===== config.mk =====
export PLATFORM = sky130hd
export DESIGN_NAME = obstacle_avoid_drive_fsm_unit
export DESIGN_NICKNAME = d
export VERILOG_FILES = /design/src/rtl/oadf_pkg.sv /design/src/rtl/obstacle_avoid_drive_fsm_unit.sv
export SDC_FILE = /design/constraint.sdc
export NUM_CORES = 1
export LEC_CHECK = 0
export CAP_MARGIN = 0
export CORE_AREA = 2 2 164 150
export DETAILED_ROUTE_END_ITERATION = 8
export DIE_AREA = 0 0 166 152
export DONT_BUFFER_PORTS = 1
export PLACE_DENSITY = 0.8
export SETUP_SLACK_MARGIN = 0.02
export SYNTH_ARGS = -nofsm -noshare
export SYNTH_HDL_FRONTEND = slang
export SYNTH_SLANG_ARGS = --single-unit

===== constraint.sdc =====
create_clock -name clk -period 5.6 [get_ports clk]
set_input_delay 0.28 -clock clk [delete_from_list [all_inputs] [get_ports clk]]
set_output_delay 0.28 -clock clk [all_outputs]
set_load 0.1 [all_outputs]

===== src/rtl/oadf_pkg.sv =====
// Package for the obstacle-avoid drive controller: payload structs, register
// indexes, drive modes and turn request codes.
// No dependencies; imported by obstacle_avoid_drive_fsm_unit.
`timescale 1ns / 1ps
`default_nettype none

package oadf_pkg;

  // Configuration register indexes.
  localparam logic [2:0] REG_FORWARD_LIMIT = 3'd0;
  localparam logic [2:0] REG_SIDE_LIMIT    = 3'd1;
  localparam logic [2:0] REG_ESCAPE_ANGLE  = 3'd2;
  localparam logic [2:0] REG_BIAS_PERIOD   = 3'd3;
  localparam logic [2:0] REG_TURN_PERIOD   = 3'd4;
  localparam logic [2:0] REG_FORWARD_SPEED = 3'd5;
  localparam logic [2:0] REG_TURN_RATE     = 3'd6;

  // Drive modes.
  localparam logic [1:0] MODE_CHOOSE  = 2'd0;
  localparam logic [1:0] MODE_FORWARD = 2'd1;
  localparam logic [1:0] MODE_RIGHT   = 2'd2;
  localparam logic [1:0] MODE_LEFT    = 2'd3;

  // Turn request codes.
  localparam logic [1:0] ASK_NONE  = 2'd0;
  localparam logic [1:0] ASK_RIGHT = 2'd1;
  localparam logic [1:0] ASK_LEFT  = 2'd2;

  // Reset values of the configuration registers.
  localparam logic [15:0] RST_FORWARD_LIMIT = 16'd700;
  localparam logic [15:0] RST_SIDE_LIMIT    = 16'd600;
  localparam logic [15:0] RST_ESCAPE_ANGLE  = 16'd4289;
  localparam logic [15:0] RST_FORWARD_SPEED = 16'd300;
  localparam logic [14:0] RST_TURN_RATE     = 15'd1500;

  typedef struct packed {
    logic [15:0]        dist_front;
    logic [15:0]        dist_left;
    logic [15:0]        dist_right;
    logic signed [15:0] heading;
    logic               crash_seen;
    logic [1:0]         turn_ask;
    logic [15:0]        bias_draw;
    logic [15:0]        turn_draw;
    logic               side_draw;
  } in_item_t;

  typedef struct packed {
    logic               cmd_valid;
    logic [15:0]        linear_cmd;
    logic signed [15:0] angular_cmd;
    logic [1:0]         drive_state;
  } out_item_t;

endpackage

`default_nettype wire


===== src/rtl/obstacle_avoid_drive_fsm_unit.sv =====
// Obstacle-avoid drive controller top level: sequencer, shared remainder
// unit, drive state machine and configuration registers.
// Depends on oadf_pkg.
`timescale 1ns / 1ps
`default_nettype none

// How to use this block:
// One transfer on the in_ channel is one control tick (ranges, heading, crash
// flag, turn request and three random draws). Every tick gives exactly one
// transfer on the out_ channel with the command and the drive mode after it.
// Both channels use valid/ready. Registers are written through cfg_we,
// cfg_addr and cfg_wdata while no tick is in flight.
// One shared 16-bit subtract-and-compare unit computes bias_draw mod
// bias_period and then turn_draw mod turn_period, one quotient bit per
// cycle, and the state machine is then applied in ST_EXEC. in_ready is
// high only between ticks, so a new tick is taken only once the last
// one has left the sequencer.
// The result sits in an output register; the next tick may be taken while
// it waits. If the receiver stalls, the finished tick holds in the
// sequencer and no state is updated until the output register is free.
// Synchronous active-low reset sets the registers to their defaults, the
// mode to choose, the bias to right, clears any pending request and the
// crash latch, and empties the output register.
module obstacle_avoid_drive_fsm_unit
  import oadf_pkg::*;
(
  input  wire logic        clk,
  input  wire logic        rst_n,
  input  wire logic        in_valid,
  output      logic        in_ready,
  input  wire in_item_t    in_data,
  output      logic        out_valid,
  input  wire logic        out_ready,
  output      out_item_t   out_data,
  input  wire logic        cfg_we,
  input  wire logic [2:0]  cfg_addr,
  input  wire logic [15:0] cfg_wdata
);

  localparam logic [1:0] ST_IDLE = 2'd0;
  localparam logic [1:0] ST_DIV  = 2'd1;
  localparam logic [1:0] ST_EXEC = 2'd2;

  // Configuration registers.
  logic [15:0] fwd_limit_r, side_limit_r, escape_r, bias_per_r, turn_per_r, fwd_speed_r;
  logic [14:0] turn_rate_r;

  // Sequencer and remainder unit.
  logic [1:0]  st_r, st_nxt;
  logic [3:0]  cnt_r, cnt_nxt;
  logic        sel_r, sel_nxt;
  logic [15:0] rem_r, rem_nxt;
  logic [15:0] dvd_r, dvd_nxt;
  logic        bias_zero_r, bias_zero_nxt;
  logic        turn_zero_r, turn_zero_nxt;
  in_item_t    item_r, item_nxt;

  // Drive state.
  logic [1:0]  mode_r, mode_nxt;
  logic [15:0] tsh_r, tsh_nxt;
  logic        prefer_r, prefer_nxt;
  logic [1:0]  pend_r, pend_nxt;
  logic        halted_r, halted_nxt;

  // Output register.
  logic        out_valid_r, out_valid_nxt;
  out_item_t   out_data_r, out_data_nxt;

  logic        go;
  logic [15:0] divisor;
  logic [16:0] trial;
  logic [17:0] diff;
  logic [15:0] step_rem;
  out_item_t   res;
  logic [16:0] hd_diff;
  logic [16:0] hd_mag;
  logic [1:0]  pend_in;
  logic        halt_in;

  assign in_ready  = (st_r == ST_IDLE);
  assign out_valid = out_valid_r;
  assign out_data  = out_data_r;
  assign go        = !out_valid_r || out_ready;

  // Configuration writes.
  always_ff @(posedge clk) begin
    if (!rst_n) begin
      fwd_limit_r <= RST_FORWARD_LIMIT;
      side_limit_r <= RST_SIDE_LIMIT;
      escape_r <= RST_ESCAPE_ANGLE;
      bias_per_r <= '0;
      turn_per_r <= '0;
      fwd_speed_r <= RST_FORWARD_SPEED;
      turn_rate_r <= RST_TURN_RATE;
    end else if (cfg_we) begin
      case (cfg_addr)
        REG_FORWARD_LIMIT: fwd_limit_r <= cfg_wdata;
        REG_SIDE_LIMIT:    side_limit_r <= cfg_wdata;
        REG_ESCAPE_ANGLE:  escape_r <= cfg_wdata;
        REG_BIAS_PERIOD:   bias_per_r <= cfg_wdata;
        REG_TURN_PERIOD:   turn_per_r <= cfg_wdata;
        REG_FORWARD_SPEED: fwd_speed_r <= cfg_wdata;
        REG_TURN_RATE:     turn_rate_r <= cfg_wdata[14:0];
        default: begin
        end
      endcase
    end
  end

  // Shared remainder unit: one restoring step per cycle.
  assign divisor  = sel_r ? turn_per_r : bias_per_r;
  assign trial    = {rem_r, dvd_r[15]};
  assign diff     = {1'b0, trial} - {2'b00, divisor};
  assign step_rem = diff[17] ? trial[15:0] : diff[15:0];

  // Drive state machine for one tick, using the two remainder flags.
  always_comb begin
    pend_in = (item_r.turn_ask == ASK_RIGHT || item_r.turn_ask == ASK_LEFT)
              ? item_r.turn_ask : pend_r;
    halt_in = halted_r | item_r.crash_seen;
    hd_diff = {tsh_r[15], tsh_r} - {item_r.heading[15], item_r.heading};
    hd_mag  = hd_diff[16] ? (17'd0 - hd_diff) : hd_diff;

    prefer_nxt = prefer_r;
    mode_nxt   = mode_r;
    tsh_nxt    = tsh_r;
    pend_nxt   = pend_in;
    halted_nxt = halt_in;
    res        = '0;

    if (!halt_in) begin
      if (pend_in == ASK_NONE && bias_per_r != '0 && bias_zero_r) begin
        prefer_nxt = !prefer_r;
      end
      case (mode_r)
        MODE_CHOOSE: begin
          if (item_r.dist_front > fwd_limit_r) begin
            if (prefer_nxt && item_r.dist_left < side_limit_r) begin
              tsh_nxt  = item_r.heading;
              mode_nxt = MODE_RIGHT;
            end else if (item_r.dist_right < side_limit_r) begin
              tsh_nxt  = item_r.heading;
              mode_nxt = MODE_LEFT;
            end else if (item_r.dist_left < side_limit_r) begin
              tsh_nxt  = item_r.heading;
              mode_nxt = MODE_RIGHT;
            end else begin
              mode_nxt = MODE_FORWARD;
            end
          end else if (item_r.dist_front < fwd_limit_r) begin
            tsh_nxt  = item_r.heading;
            mode_nxt = prefer_nxt ? MODE_RIGHT : MODE_LEFT;
          end
        end
        MODE_FORWARD: begin
          if (turn_per_r != '0 && turn_zero_r) begin
            tsh_nxt  = item_r.heading;
            mode_nxt = item_r.side_draw ? MODE_LEFT : MODE_RIGHT;
          end else if (pend_in != ASK_NONE) begin
            tsh_nxt  = item_r.heading;
            mode_nxt = (pend_in == ASK_RIGHT) ? MODE_RIGHT : MODE_LEFT;
            pend_nxt = ASK_NONE;
          end else begin
            res.cmd_valid  = 1'b1;
            res.linear_cmd = fwd_speed_r;
            mode_nxt       = MODE_CHOOSE;
          end
        end
        default: begin
          // Either turn: run until the heading has moved far enough.
          pend_nxt = ASK_NONE;
          if (hd_mag >= {1'b0, escape_r}) begin
            mode_nxt = MODE_CHOOSE;
          end else begin
            res.cmd_valid   = 1'b1;
            res.angular_cmd = (mode_r == MODE_RIGHT) ? (16'd0 - {1'b0, turn_rate_r})
                                                     : {1'b0, turn_rate_r};
          end
        end
      endcase
    end
    res.drive_state = mode_nxt;
  end

  // Sequencer.
  always_comb begin
    st_nxt        = st_r;
    cnt_nxt       = cnt_r;
    sel_nxt       = sel_r;
    rem_nxt       = rem_r;
    dvd_nxt       = dvd_r;
    bias_zero_nxt = bias_zero_r;
    turn_zero_nxt = turn_zero_r;
    item_nxt      = item_r;
    out_valid_nxt = out_valid_r && !out_ready;
    out_data_nxt  = out_data_r;
    case (st_r)
      ST_IDLE: begin
        if (in_valid) begin
          item_nxt = in_data;
          dvd_nxt  = in_data.bias_draw;
          rem_nxt  = '0;
          cnt_nxt  = '0;
          sel_nxt  = 1'b0;
          st_nxt   = ST_DIV;
        end
      end
      ST_DIV: begin
        rem_nxt = step_rem;
        dvd_nxt = {dvd_r[14:0], 1'b0};
        cnt_nxt = cnt_r + 4'd1;
        if (cnt_r == 4'd15) begin
          if (!sel_r) begin
            bias_zero_nxt = (step_rem == '0);
            sel_nxt       = 1'b1;
            rem_nxt       = '0;
            dvd_nxt       = item_r.turn_draw;
          end else begin
            turn_zero_nxt = (step_rem == '0);
            st_nxt        = ST_EXEC;
          end
        end
      end
      ST_EXEC: begin
        if (go) begin
          out_valid_nxt = 1'b1;
          out_data_nxt  = res;
          st_nxt        = ST_IDLE;
        end
      end
      default: st_nxt = ST_IDLE;
    endcase
  end

  // Control and drive-state registers.
  always_ff @(posedge clk) begin
    if (!rst_n) begin
      st_r        <= ST_IDLE;
      out_valid_r <= 1'b0;
      mode_r      <= MODE_CHOOSE;
      tsh_r       <= '0;
      prefer_r    <= 1'b1;
      pend_r      <= ASK_NONE;
      halted_r    <= 1'b0;
    end else begin
      st_r        <= st_nxt;
      out_valid_r <= out_valid_nxt;
      if (st_r == ST_EXEC && go) begin
        mode_r   <= mode_nxt;
        tsh_r    <= tsh_nxt;
        prefer_r <= prefer_nxt;
        pend_r   <= pend_nxt;
        halted_r <= halted_nxt;
      end
    end
  end

  // Datapath registers.
  always_ff @(posedge clk) begin
    cnt_r       <= cnt_nxt;
    sel_r       <= sel_nxt;
    rem_r       <= rem_nxt;
    dvd_r       <= dvd_nxt;
    bias_zero_r <= bias_zero_nxt;
    turn_zero_r <= turn_zero_nxt;
    item_r      <= item_nxt;
    out_data_r  <= out_data_nxt;
  end

`ifndef SYNTHESIS
  // A taken tick starts the bias remainder from its first step.
  a_start_div: assert property (@(posedge clk) disable iff (!rst_n)
    (in_valid && in_ready) |=> (st_r == ST_DIV && cnt_r == 4'd0 && !sel_r))
    else $error("division did not start after input transfer");

  // The partial remainder stays below a nonzero divisor.
  a_rem_bound: assert property (@(posedge clk) disable iff (!rst_n)
    (st_r == ST_DIV && divisor != '0) |-> (rem_r < divisor))
    else $error("partial remainder out of range");

  // A halted block never issues a command.
  a_halt_quiet: assert property (@(posedge clk) disable iff (!rst_n)
    (st_r == ST_EXEC && go && halted_r) |=> (out_valid && !out_data.cmd_valid))
    else $error("command issued while halted");

  // The output register is loaded only when it is free.
  a_no_overwrite: assert property (@(posedge clk) disable iff (!rst_n)
    (st_r == ST_EXEC && out_valid_r && !out_ready) |=> (st_r == ST_EXEC))
    else $error("result left the sequencer while the output was stalled");
`endif

endmodule

`default_nettype wire


# --- Word level (Yosys, flattened, before mapping) ---
# Cells that the tools add are included.
op_classes:
  n_reduce_logical: 40
  n_bitwise: 5
  n_lt_le_gt_ge: 5
  addsub: 5
  n_eq_ne: 21
  muxes: 56
ops:
  columns: ["cell", "n"]
  rows:
  - ["16-bit 2-to-1 mux", 15]
  - ["16-bit one-hot mux with 2 select lines", 3]
  - ["17-bit 2-to-1 mux", 3]
  - ["16-bit less-than comparator", 3]
  - ["2-bit 2-to-1 mux", 17]
  - ["16-bit nonzero test", 2]
  - ["2-bit AND reduction", 11]
  - ["17-bit by 16-bit subtractor with 18-bit output", 1]
  - ["17-bit by 16-bit >= comparator with 1-bit output", 1]
  - ["1-bit by 17-bit subtractor with 17-bit output, first input constant", 1]
  - ["16-bit by 16-bit subtractor with 17-bit output", 1]
  - ["16-bit > comparator", 1]
  - ["16-bit zero test", 1]
  - ["1-bit by 15-bit subtractor with 16-bit output, first input constant", 1]
  - ["15-bit 2-to-1 mux", 1]
  - ["1-bit 2-to-1 mux", 10]
  - ["3-bit == test, second input constant", 3]
  - ["3-bit AND reduction", 3]
  - ["2-bit by 1-bit == test with 1-bit output, second input constant", 4]
  - ["2-bit != test, second input constant", 4]
  - ["2-bit one-hot mux with 2 select lines", 2]
  - ["4-bit one-hot mux with 2 select lines", 1]
  - ["4-bit OR reduction", 2]
  - ["2-bit == test, second input constant", 3]
  - ["other kinds (20)", 38]
totals:
  in_bits: 124
  word_cells: 165
  reg_bits: 294
  output_inout_bits: 37

# --- Longest topological paths before layout ---
# Gate-level depths: netlist (run 1).
depth:
  depth_word: 13
  ltp_mapped: 21
  ltp_nobuf: 19

# --- Worst setup path before layout (run 1) ---
# No wires, ideal clock.
synth_timing:
  kind: "reg-to-reg"
  start: "register item_r[36] in the netlist's numbering"
  end: "register out_data_r, in the netlist out_data[15], data pin"
  arrival_ns: 4.195
  stages_incl_launch_ff: 20
  setup_ns: 0.136
  path_slack_ns: 1.270
  cell_sequence: "edfxtp_1 > ha_1 > fa_1 > nand2b_1 > a21oi_1 > xor2_1 > or3_1 > nand4b_4 > or4_1 > nand2_1 > xor2_1 > ha_1 > nand2_1 > nor2_1 > a31o_2 > a21o_1 > nor3_1 > o211ai_4 > buf_12 > nor2_2"
synth_between:
  elab_chain_cells: 5
synth_rtl:
  columns: ["item", "line", "source"]
  rows:
  - ["start, declared", "obstacle_avoid_drive_fsm_unit.sv:56", "in_item_t item_r, item_nxt;"]
  - ["start signal, assigned", "obstacle_avoid_drive_fsm_unit.sv:266", "item_r <= item_nxt;"]
  - ["16-bit by 16-bit subtractor with 17-bit output (*)", "obstacle_avoid_drive_fsm_unit.sv:121", "hd_diff = {tsh_r[15], tsh_r} - {item_r.heading[15], item_r.heading};"]
  - ["1-bit by 17-bit subtractor with 17-bit output", "obstacle_avoid_drive_fsm_unit.sv:122", "hd_mag = hd_diff[16] ? (17'd0 - hd_diff) : hd_diff;"]
  - ["17-bit 2-to-1 mux (*)", "obstacle_avoid_drive_fsm_unit.sv:122", null]
  - ["17-bit by 16-bit >= comparator with 1-bit output (*)", "obstacle_avoid_drive_fsm_unit.sv:172", "if (hd_mag >= {1'b0, escape_r}) begin"]
  - ["4-bit OR reduction (no source line) (*)", null, null]
  - ["end signal, assigned", "obstacle_avoid_drive_fsm_unit.sv:267", "out_data_r <= out_data_nxt;"]
  - ["end, declared", "obstacle_avoid_drive_fsm_unit.sv:67", "out_item_t out_data_r, out_data_nxt;"]
# Mark *: on every way between the ends. The rest lies on a longest branch, timed or not.
# A chain may end at the register's enable or synchronous reset.

# --- Worst setup path after layout (run 1) ---
layout_timing:
  start: "register item_r[36] in the netlist's numbering"
  end: "register out_data_r, in the netlist out_data[17], data pin"
layout_between:
  elab_chain_cells: 5
layout_rtl:
  columns: ["item", "line"]
  rows:
  - ["16-bit by 16-bit subtractor with 17-bit output (*)", "obstacle_avoid_drive_fsm_unit.sv:121"]
  - ["1-bit by 17-bit subtractor with 17-bit output", "obstacle_avoid_drive_fsm_unit.sv:122"]
  - ["17-bit 2-to-1 mux (*)", "obstacle_avoid_drive_fsm_unit.sv:122"]
  - ["17-bit by 16-bit >= comparator with 1-bit output (*)", "obstacle_avoid_drive_fsm_unit.sv:172"]
  - ["5-bit OR reduction (no source line) (*)", null]
# Marked as above.

==> results of run 1 <==
cells by family (layout without fill, tap and decap cells):
kind of cell,Yosys count,in the layout,synth area share [%]
buffers and inverters,144,279,3.82
AO/OA/AOI/OAI,349,349,14.6
other,0,2,0
XOR/XNOR,44,44,2.61
flip-flops,294,294,50.6
AND/OR/NAND/NOR,548,548,17.1
adder cells (fa/ha/maj),99,99,8.49
multiplexers,42,42,2.86
flip-flops by register name (all words and copies together), names as in the netlist, 15 cells and up:
| register | count |
|---|---|
| bias_per_r | 16 |
| tsh_r | 16 |
| escape_r | 16 |
| dvd_r | 16 |
| item_r | 84 |
| fwd_speed_r | 16 |
| out_data | 35 |
| turn_rate_r | 15 |
| fwd_limit_r | 16 |
| rem_r | 16 |
| side_limit_r | 16 |
| turn_per_r | 16 |
layer usage:
| layer | up-vias | track usage (%) | wire [microns] |
|---|---|---|---|
| met1 | 5564 | 39.6 | 16100 |
| met4 | 2 | 10.7 | 1470 |
| met2 | 477 | 47.7 | 17200 |
| met3 | 97 | 5.13 | 2920 |
| met5 | - | 0.189 | 9 |
| li1 | 5649 | - | - |
power by group through the flow:
stage	logic [mW]	registers [mW]	clock network [mW]
floorplan	0.502	2.46	0
global placement	0.596	2.48	0
detailed placement	0.614	2.48	0
CTS	0.713	2.44	2.01
global route	0.809	2.45	2.12
finish	0.730	2.44	2.01
metrics by stage:
stage          std cells  hold slack (ns)  util [%]  total power, mW  instance area [sq um]
2_1_floorplan       1520            0.379         -             2.96                  14800
3_3_place_gp        1784            0.367      63.4             3.07                  15000
3_5_place_dp        1784            0.370      63.4             3.10                  15000
4_1_cts             1963           0.0197      72.8             5.16                  17300
5_1_grt             1964           0.0270      72.8             5.38                  17300
6_report            1965           0.0319      72.8             5.18                  17300
how the worst max path moves through the flow:
stage	from	endpoint	slack (ns)	cells after the start
after global placement	item_r[36]	out_data[17]	0.80	18
after global routing	item_r[36]	out_data[17]	0.14	18
after detailed placement	item_r[36]	out_data[17]	0.72	18
after CTS	item_r[36]	out_data[17]	0.61	18
final	item_r[36]	out_data[17]	0.57	18
after floorplan	item_r[36]	out_data[15]	1.27	19
cells in the mapped netlist, types with 9 or more instances:
master    number  area (sq um)
nand2_1      274          1030
edfxtp_1     158          4740
a21oi_1      153           766
dfxtp_1      136          2720
ha_1          97          1210
inv_1         86           323
nor2_1        79           297
o21ai_0       64           320
nand3_1       51           255
clkbuf_1      49           184
mux2i_1       41           410
o211ai_1      24           180
xnor2_1       22           193
xor2_1        22           193
and3_1        20           125
nor3_1        20           100
a21o_1        19           143
nor2b_1       19           119
nor4_1        18           113
nand2b_1      16           100
nand4_1       16           100
o21a_1        15           113
a211oi_1      12          90.1
nor2_2         9          56.3
final cells by class:
cell class	instances	area, sq um	area share (%)
tap	308	385	2.23
antenna	2	5.00	0.0290
inverter	87	328	1.90
clock inverter	11	66.3	0.384
timing repair buffer	136	1340	7.75
clock buffer	45	935	5.41
multi-input combinational	1082	6750	39.1
sequential	294	7470	43.2
cell usage in the layout (no fill, tap or decap), drive strengths merged, types with 4 or more instances in the layout:
cell type | synthesis | layout
a211oi | 13 | 13
a21o | 19 | 19
a21oi | 154 | 154
a31oi | 5 | 5
and2 | 5 | 5
and3 | 20 | 20
buf | 7 | 14
clkbuf | 50 | 45
clkinv | 0 | 8
dfxtp | 136 | 136
dlygate4sd3 | 0 | 122
edfxtp | 158 | 158
ha | 97 | 97
inv | 87 | 89
mux2i | 41 | 41
nand2 | 275 | 275
nand2b | 16 | 16
nand3 | 51 | 51
nand4 | 16 | 16
nor2 | 88 | 88
nor2b | 19 | 19
nor3 | 23 | 23
nor4 | 19 | 19
o211ai | 25 | 25
o21a | 15 | 15
o21ai | 67 | 67
o21bai | 5 | 5
o311ai | 5 | 5
o31ai | 5 | 5
or2 | 5 | 5
or4 | 4 | 4
xnor2 | 22 | 22
xor2 | 22 | 22
what timing repair did:
item / 4_1_cts / 5_1_grt
setup endpoints to repair: 0 / 0
endpoints found under the hold margin: 214 / 0
hold buffers: 123 / 0
==> impl_metrics.toml, run 1 <==
[run_status]
outcome = "completed"

[setup_path]
crit_arrival_ns = 5.39
crit_fanout = 17
reg2reg_to = "out_data[17]"
crit_chain = "ha_1 -> fa_1 -> nand2b_1 -> a21oi_1 -> xor2_1 -> or3_1 -> nand4b_4 -> o21ai_0 -> xor2_1 -> ha_1 -> a21o_1 -> a21oi_1 -> nor2b_1 -> a2111oi_0 -> a31oi_1 -> nor3_1 -> o211ai_4 -> a311oi_1"
cp_slowest_cell = "or3_1"
path_buf_inv = 0
r2r_slack_ns = 0.57
criticalPathCategory = "flip-flop to flip-flop"
startpoint_type = "flip-flop"
path_delay_family = "compound AO/OA/AOI/OAI gates"
reg2regPathDepth = 18
cp_data_required_time_ns = 5.96
r2r-start = "item_r[36]"
cpPeakStageDelay_ns = 0.42
end_kind = "flip-flop"

[drt]
drt_iter0_drc = 1125
drc = 0
dr.pass1.iters = 5
ant_nets = 0
drt_wl_total_mm = 37.7
num_vias = 11789
wire_per_inst_microns = 19.2
vias_per_cell = 6.00

[synth]
ys_seq_elements = 294
syn_area_sq_um = 14800
syn_nets = 1743
synth_edf_count = 158
synth_cell_types = 81
synth_async_sr_flop_share_pct = 0
ys_seq_area_share_pct = 50.6
ys.flop_type = "edfxtp_1"
netlist_instances = 1520
ys_warn_count = 0
synth_area_per_cell_sq_um = 9.71

[clock_network]
cts_root_buf = "clkbuf_16"
clock_path_buffers = 3
cts_buffers = 30
clk_pin_slew_ns = 0.07
cts_resized = 0
post-cts-setup-buffers = 0
insertion_delay_ns = 0.56
clock_sinks = 294
cts.htree.levels = 1
cts_tree = "built"

[timing]
totalNegativeSetupSlack_ns = 0
setup_viol = 0
fin_crit_ns = 5.03
fin_skew_ns = 0.0135
setup_ws_ns = 0.571
hold_viol = 0
fmax_ghz = 0.199
worst_slew_pin_slew_ns = 1.27
slew_headroom_pct = 15.4
post-route-period-util_pct = 89.8
slew_violations = 0
rsz0062_at_grt = "false"

[placed_design]
place_congestion = 0.903
dpl.hpwl_mm = 24.5
numPortBuffers = 0
dp_slack_ns = 0.725

[global_routing]
overflow = 0
grtUsageTotal_pct = 29.3
grt_pass1_wl_mm = 59.7
grt_pass1_vias = 11442
grt_max_degree = 57
antenna_found_initial = 2

[worst_hold_path]
whs_endpoint = "sel_r"
hold_class = "primary input to flip-flop"
hp-start = "in_valid"
hold_path_depth = 2

[pwr]
seq_power_share_pct = 47.1
p_per_area_nw_per_um2 = 300
pwr-share-comb_pct = 14.1
clkPwrFrac_pct = 38.8
switching_share_pct = 25.8
p_sw_mw = 1.34
leakagePower_nw = 6.67
internal_power_mw = 3.84
peakVddDrop_uv = 335

[floorplan]
dieArea_sq_um = 25200
ios = 161
start_util_pct = 62.3
rows = 54
core-area_sq_um = 23700
die_h_microns = 152
dieWidth_microns = 166

[cells_and_area]
layout.nets = 1854
area_delta_synth_final_pct = 17.0
drive_gt1_share_pct = 6.04
fillers = 1673

[run]
drv_cap = 0
No activity file was read; power rests on OpenSTA's default activity.
==> run 2: changes to the inputs <==
--- a/config.mk
+++ b/config.mk
@@ -10,6 +10,7 @@
 export DETAILED_ROUTE_END_ITERATION = 8
 export DIE_AREA = 0 0 166 152
 export DONT_BUFFER_PORTS = 1
+export GPL_TIMING_DRIVEN = 0
 export PLACE_DENSITY = 0.8
 export SETUP_SLACK_MARGIN = 0.02
 export SYNTH_ARGS = -nofsm -noshare
==> run 2 against run 1 <==
Against the previous run:
- clock skew about the same
- cell area rose by 0.93%
- clock power grew 2%
- clock-buffer cell count is 9 lower
- combinational power is 5.3% higher
- wire length is 4.3% higher
- maximum frequency is 2.4% lower
- register-to-register slack worse by 0.12 ns
- global-route usage up 0.99 points
- core utilization is 0.68 points higher
==> impl_metrics.toml, run 2 (same netlist as run 1, synthesis figures left out) <==
[global_routing]
grt_pass1_wl_mm = 62.2
grt_pass1_vias = 11861
grt_max_degree = 77
antenna_found_initial = 0
overflow = 0
grtUsageTotal_pct = 30.3

[clock_network]
insertion_delay_ns = 0.56
cts_tree = "built"
cts_buffers = 30
cts_root_buf = "clkbuf_16"
clock_sinks = 294
cts.htree.levels = 1
clock_path_buffers = 3
post-cts-setup-buffers = 0
clk_pin_slew_ns = 0.06

[setup_path]
end_kind = "flip-flop"
crit_arrival_ns = 5.48
startpoint_type = "flip-flop"
cp_slowest_cell = "o32ai_2"
cpPeakStageDelay_ns = 0.41
criticalPathCategory = "flip-flop to flip-flop"
reg2regPathDepth = 18
cp_data_required_time_ns = 5.93
crit_chain = "ha_1 -> fa_1 -> nand2b_1 -> a21oi_2 -> o2111a_1 -> o21a_1 -> o32ai_2 -> clkbuf_1 -> o21ai_0 -> xnor2_1 -> ha_1 -> nand4_1 -> nor2_1 -> a2111oi_0 -> a31oi_1 -> nor3_1 -> o21ai_0 -> o211ai_1"
path_buf_inv = 1
path_delay_family = "compound AO/OA/AOI/OAI gates"
cp_num_cells = 18
crit_fanout = 10

[cells_and_area]
layout.nets = 1898
regMostFlops = "item_r"
largest_register_ffs = 84
layout_commonest_cell = "nand2_1"
drive_gt1_share_pct = 5.42
layout_common_cells = "nand2_1 (273), edfxtp_1 (158), a21oi_1 (153)"
fillers = 1633
final_area_sq_um = 17400
area_delta_synth_final_pct = 18.1
postLayoutCoreUtil_pct = 73.5
stdcell_count = 2007

[placed_design]
dpl_cell_area_sq_um = 15200
numPortBuffers = 0
dp.cells = 1831
dp_slack_ns = 0.446
place_congestion = 0.905
dpl.hpwl_mm = 26.3

[worst_hold_path]
hold_class = "primary input to flip-flop"
hold_path_depth = 3

[floorplan]
ios = 161
rows = 54
dieWidth_microns = 166
dieArea_sq_um = 25200
core-area_sq_um = 23700
die_h_microns = 152
start_util_pct = 62.3

[timing]
post-route-period-util_pct = 92.0
fin_skew_ns = 0.0136
setup_ws_ns = 0.450
fin_crit_ns = 5.15
fmax_ghz = 0.194
slew_headroom_pct = 29.6
hold_viol = 0
setup_viol = 0
slew_violations = 0
holdWs_ns = 0.0319
rsz0062_at_grt = "false"
worst_slew_pin_slew_ns = 1.05
totalNegativeSetupSlack_ns = 0

[drt]
vias_per_cell = 6.13
drt_wl_total_mm = 39.3
drc = 0
num_vias = 12295
drt_iter0_drc = 1288
dr.pass1.iters = 5
wire_per_inst_microns = 19.6
ant_nets = 0

[pwr]
finalPower_mw = 5.27
peakVddDrop_uv = 315
p_per_area_nw_per_um2 = 302
leakagePower_nw = 6.70

[run_status]
outcome = "completed"

[run]
drv_cap = 0
==> run 2: final cells by class <==
type | instances | area (sq um) | share of cell area (%)
clock inverters | 19 | 200 | 1.15
flip-flops and latches | 294 | 7470 | 42.8
clock buffers | 36 | 805 | 4.61
inverters | 87 | 329 | 1.89
well taps | 308 | 385 | 2.21
repair buffers | 123 | 1260 | 7.23
multi-input cells | 1082 | 6750 | 38.7
plain buffers | 57 | 238 | 1.36
diodes | 1 | 2.50 | 0.0144
==> run 2: worst min-delay path, cell delays in order <==
cell and delay, ns:
nor3_1 0.10, nand2_1 0.09, a21oi_1 0.05
==> run 2: path summary, 6_finish.rpt <==
path	end	slack [ns]	from
max reg2reg	out_data[0]	0.45	item_r[36]
min	turn_per_r[1]	0.03	cfg_addr[0]
max	out_data[0]	0.45	item_r[36]
min reg2reg	fwd_speed_r[15]	0.45	fwd_speed_r[15]
==> run 2: repair_timing <==
item | CTS | global route
hold buffers | 120 | 0
endpoints found under the setup margin | 0 | 1
hold endpoints to repair | 213 | 0
gates resized for setup | 0 | 1
==> run 2: power breakdown <==
| part | total (mW) | internal, mW | switching [mW] |
|---|---|---|---|
| sequential | 2.44 | 2.38 | 0.0549 |
| combinational | 0.769 | 0.313 | 0.456 |
| clock | 2.06 | 1.20 | 0.859 |
==> run 2: layer usage <==
| metal | vias up | global-route usage, % | share of wire (%) |
|---|---|---|---|
| met5 | - | 0 | 0 |
| met4 | 0 | 10.4 | 3.5 |
| met3 | 116 | 4.79 | 8.1 |
| met2 | 619 | 49.7 | 47 |
| met1 | 5833 | 41.2 | 42 |
| li1 | 5727 | - | - |
==> run 3: changes to the inputs <==
--- a/config.mk
+++ b/config.mk
@@ -11,6 +11,7 @@
 export DIE_AREA = 0 0 166 152
 export DONT_BUFFER_PORTS = 1
 export GPL_TIMING_DRIVEN = 0
+export HOLD_SLACK_MARGIN = 0.05
 export PLACE_DENSITY = 0.8
 export SETUP_SLACK_MARGIN = 0.02
 export SYNTH_ARGS = -nofsm -noshare
==> run 3 against run 2 <==
Against the previous run:
- cell area is essentially flat
- critical path depth stayed put
- final cell count hardly changed
- wire length is 0.28% lower
- sequential share of layout area barely moved
- first-iteration DRC count is 3.3% lower
- highest routed layer unchanged
==> impl_metrics.toml, run 3 (same netlist as run 1, synthesis figures left out) <==
[drt]
drt_iter0_drc = 1245
drt_wl_total_mm = 39.2
dr.pass1.iters = 5
vias_per_cell = 6.12
num_vias = 12270
ant_nets = 0
drc = 0
wire_per_inst_microns = 19.5

[pwr]
leakagePower_nw = 6.70
internal_power_mw = 3.90
seq_power_share_pct = 46.3
finalPower_mw = 5.26
p_per_area_nw_per_um2 = 302
pwr-share-comb_pct = 14.6
clkPwrFrac_pct = 39.1
switching_share_pct = 25.9
peakVddDrop_uv = 314
p_sw_mw = 1.36

[clock_network]
clock_sinks = 294
insertion_delay_ns = 0.56
cts_root_buf = "clkbuf_16"
clock_path_buffers = 3
cts.htree.levels = 1
cts_buffers = 30
clk_pin_slew_ns = 0.06
cts_tree = "built"

[cells_and_area]
final_area_sq_um = 17400
area_delta_synth_final_pct = 18.0
largest_register_ffs = 84
layout_common_cells = "nand2_1 (273), edfxtp_1 (158), a21oi_1 (153)"
postLayoutCoreUtil_pct = 73.5
fillers = 1634
stdcell_count = 2006
antennaDiodeCount = 0
layout_commonest_cell = "nand2_1"
drive_gt1_share_pct = 5.42
regMostFlops = "item_r"
layout.nets = 1898

[global_routing]
grt_pass1_wl_mm = 62.2
grt_pass1_vias = 11869
grtUsageTotal_pct = 30.3
antenna_found_initial = 0
overflow = 0
grt_max_degree = 77

[setup_path]
criticalPathCategory = "flip-flop to flip-flop"
cp_data_required_time_ns = 5.92
startpoint_type = "flip-flop"
crit_arrival_ns = 5.50
crit_fanout = 10
end_kind = "flip-flop"
r2r_slack_ns = 0.43

[timing]
post-route-period-util_pct = 92.4
slew_headroom_pct = 27.0
setup_ws_ns = 0.425
fmax_ghz = 0.193
fin_crit_ns = 5.17
rsz0062_at_grt = "false"
hold_viol = 0
fin_skew_ns = 0.0137
holdWs_ns = 0.106
slew_violations = 0
totalNegativeSetupSlack_ns = 0
worst_slew_pin_slew_ns = 1.09
setup_viol = 0

[floorplan]
ios = 161
dieWidth_microns = 166
core-area_sq_um = 23700
die_h_microns = 152
dieArea_sq_um = 25200
rows = 54
start_util_pct = 62.3

[placed_design]
dp_slack_ns = 0.446
place_congestion = 0.905
dp.cells = 1831
dpl_cell_area_sq_um = 15200
numPortBuffers = 0
dpl.hpwl_mm = 26.3

[worst_hold_path]
hold_class = "primary input to flip-flop"

[run]
drv_cap = 0

[run_status]
outcome = "completed"
-- run 3: what timing repair did --
action / in CTS / in global routing
setup buffers: 0 / 0
setup endpoints to repair: 0 / 1
hold buffers: 120 / 0
gates resized for setup: 0 / 1
hold endpoints to repair: 213 / 0
-- run 3: area by class of cell --
type	instances	area, sq um	share of cell area (%)
inverters	87	329	1.89
clock buffers	36	805	4.62
repair buffers	123	1260	7.23
flip-flops and latches	294	7470	42.8
plain buffers	57	238	1.36
multi-input cells	1082	6750	38.7
clock inverters	19	200	1.15
well taps	308	385	2.21
-- run 3: power by group through the flow --
| stage | Sequential, mW | Combinational (mW) | Clock, mW |
|---|---|---|---|
| global route | 2.44 | 0.841 | 2.16 |
| finish | 2.44 | 0.769 | 2.06 |
| global placement | 2.48 | 0.615 | 0 |
| detailed placement | 2.48 | 0.648 | 0 |
| floorplan | 2.46 | 0.502 | 0 |
| CTS | 2.43 | 0.744 | 2.06 |
-- run 3: worst paths after layout --
| path | from | cells past startpoint | endpoint |
|---|---|---|---|
| worst max-delay path | item_r[36] | 18 | out_data[0] |
| worst min-delay path | cfg_addr[2] | 4 | turn_rate_r[1] |
| worst max register to register | item_r[36] | 18 | out_data[0] |
| worst min register to register | fwd_speed_r[15] | 2 | fwd_speed_r[15] |
-- run 3: critical path: stages (launching register included) --
cell and delay (ns):
edfxtp_1 0.38, ha_1 0.21, fa_1 0.22, nand2b_1 0.17
a21oi_2 0.11, o2111a_1 0.30, o21a_1 0.22, o32ai_2 0.42
clkbuf_1 0.38, o21ai_0 0.19, xnor2_1 0.20, ha_1 0.28
nand4_1 0.13, nor2_1 0.09, a2111oi_0 0.41, a31oi_1 0.19
nor3_1 0.38, o21ai_0 0.27, o211ai_1 0.39
-- run 3: metal layers --
layer,track usage [%],routed length (microns),up-vias
li1,-,-,5730
met1,41.2,16400,5873
met2,49.8,18300,562
met3,4.66,3100,105
met4,10.4,1330,0
met5,0,0,-
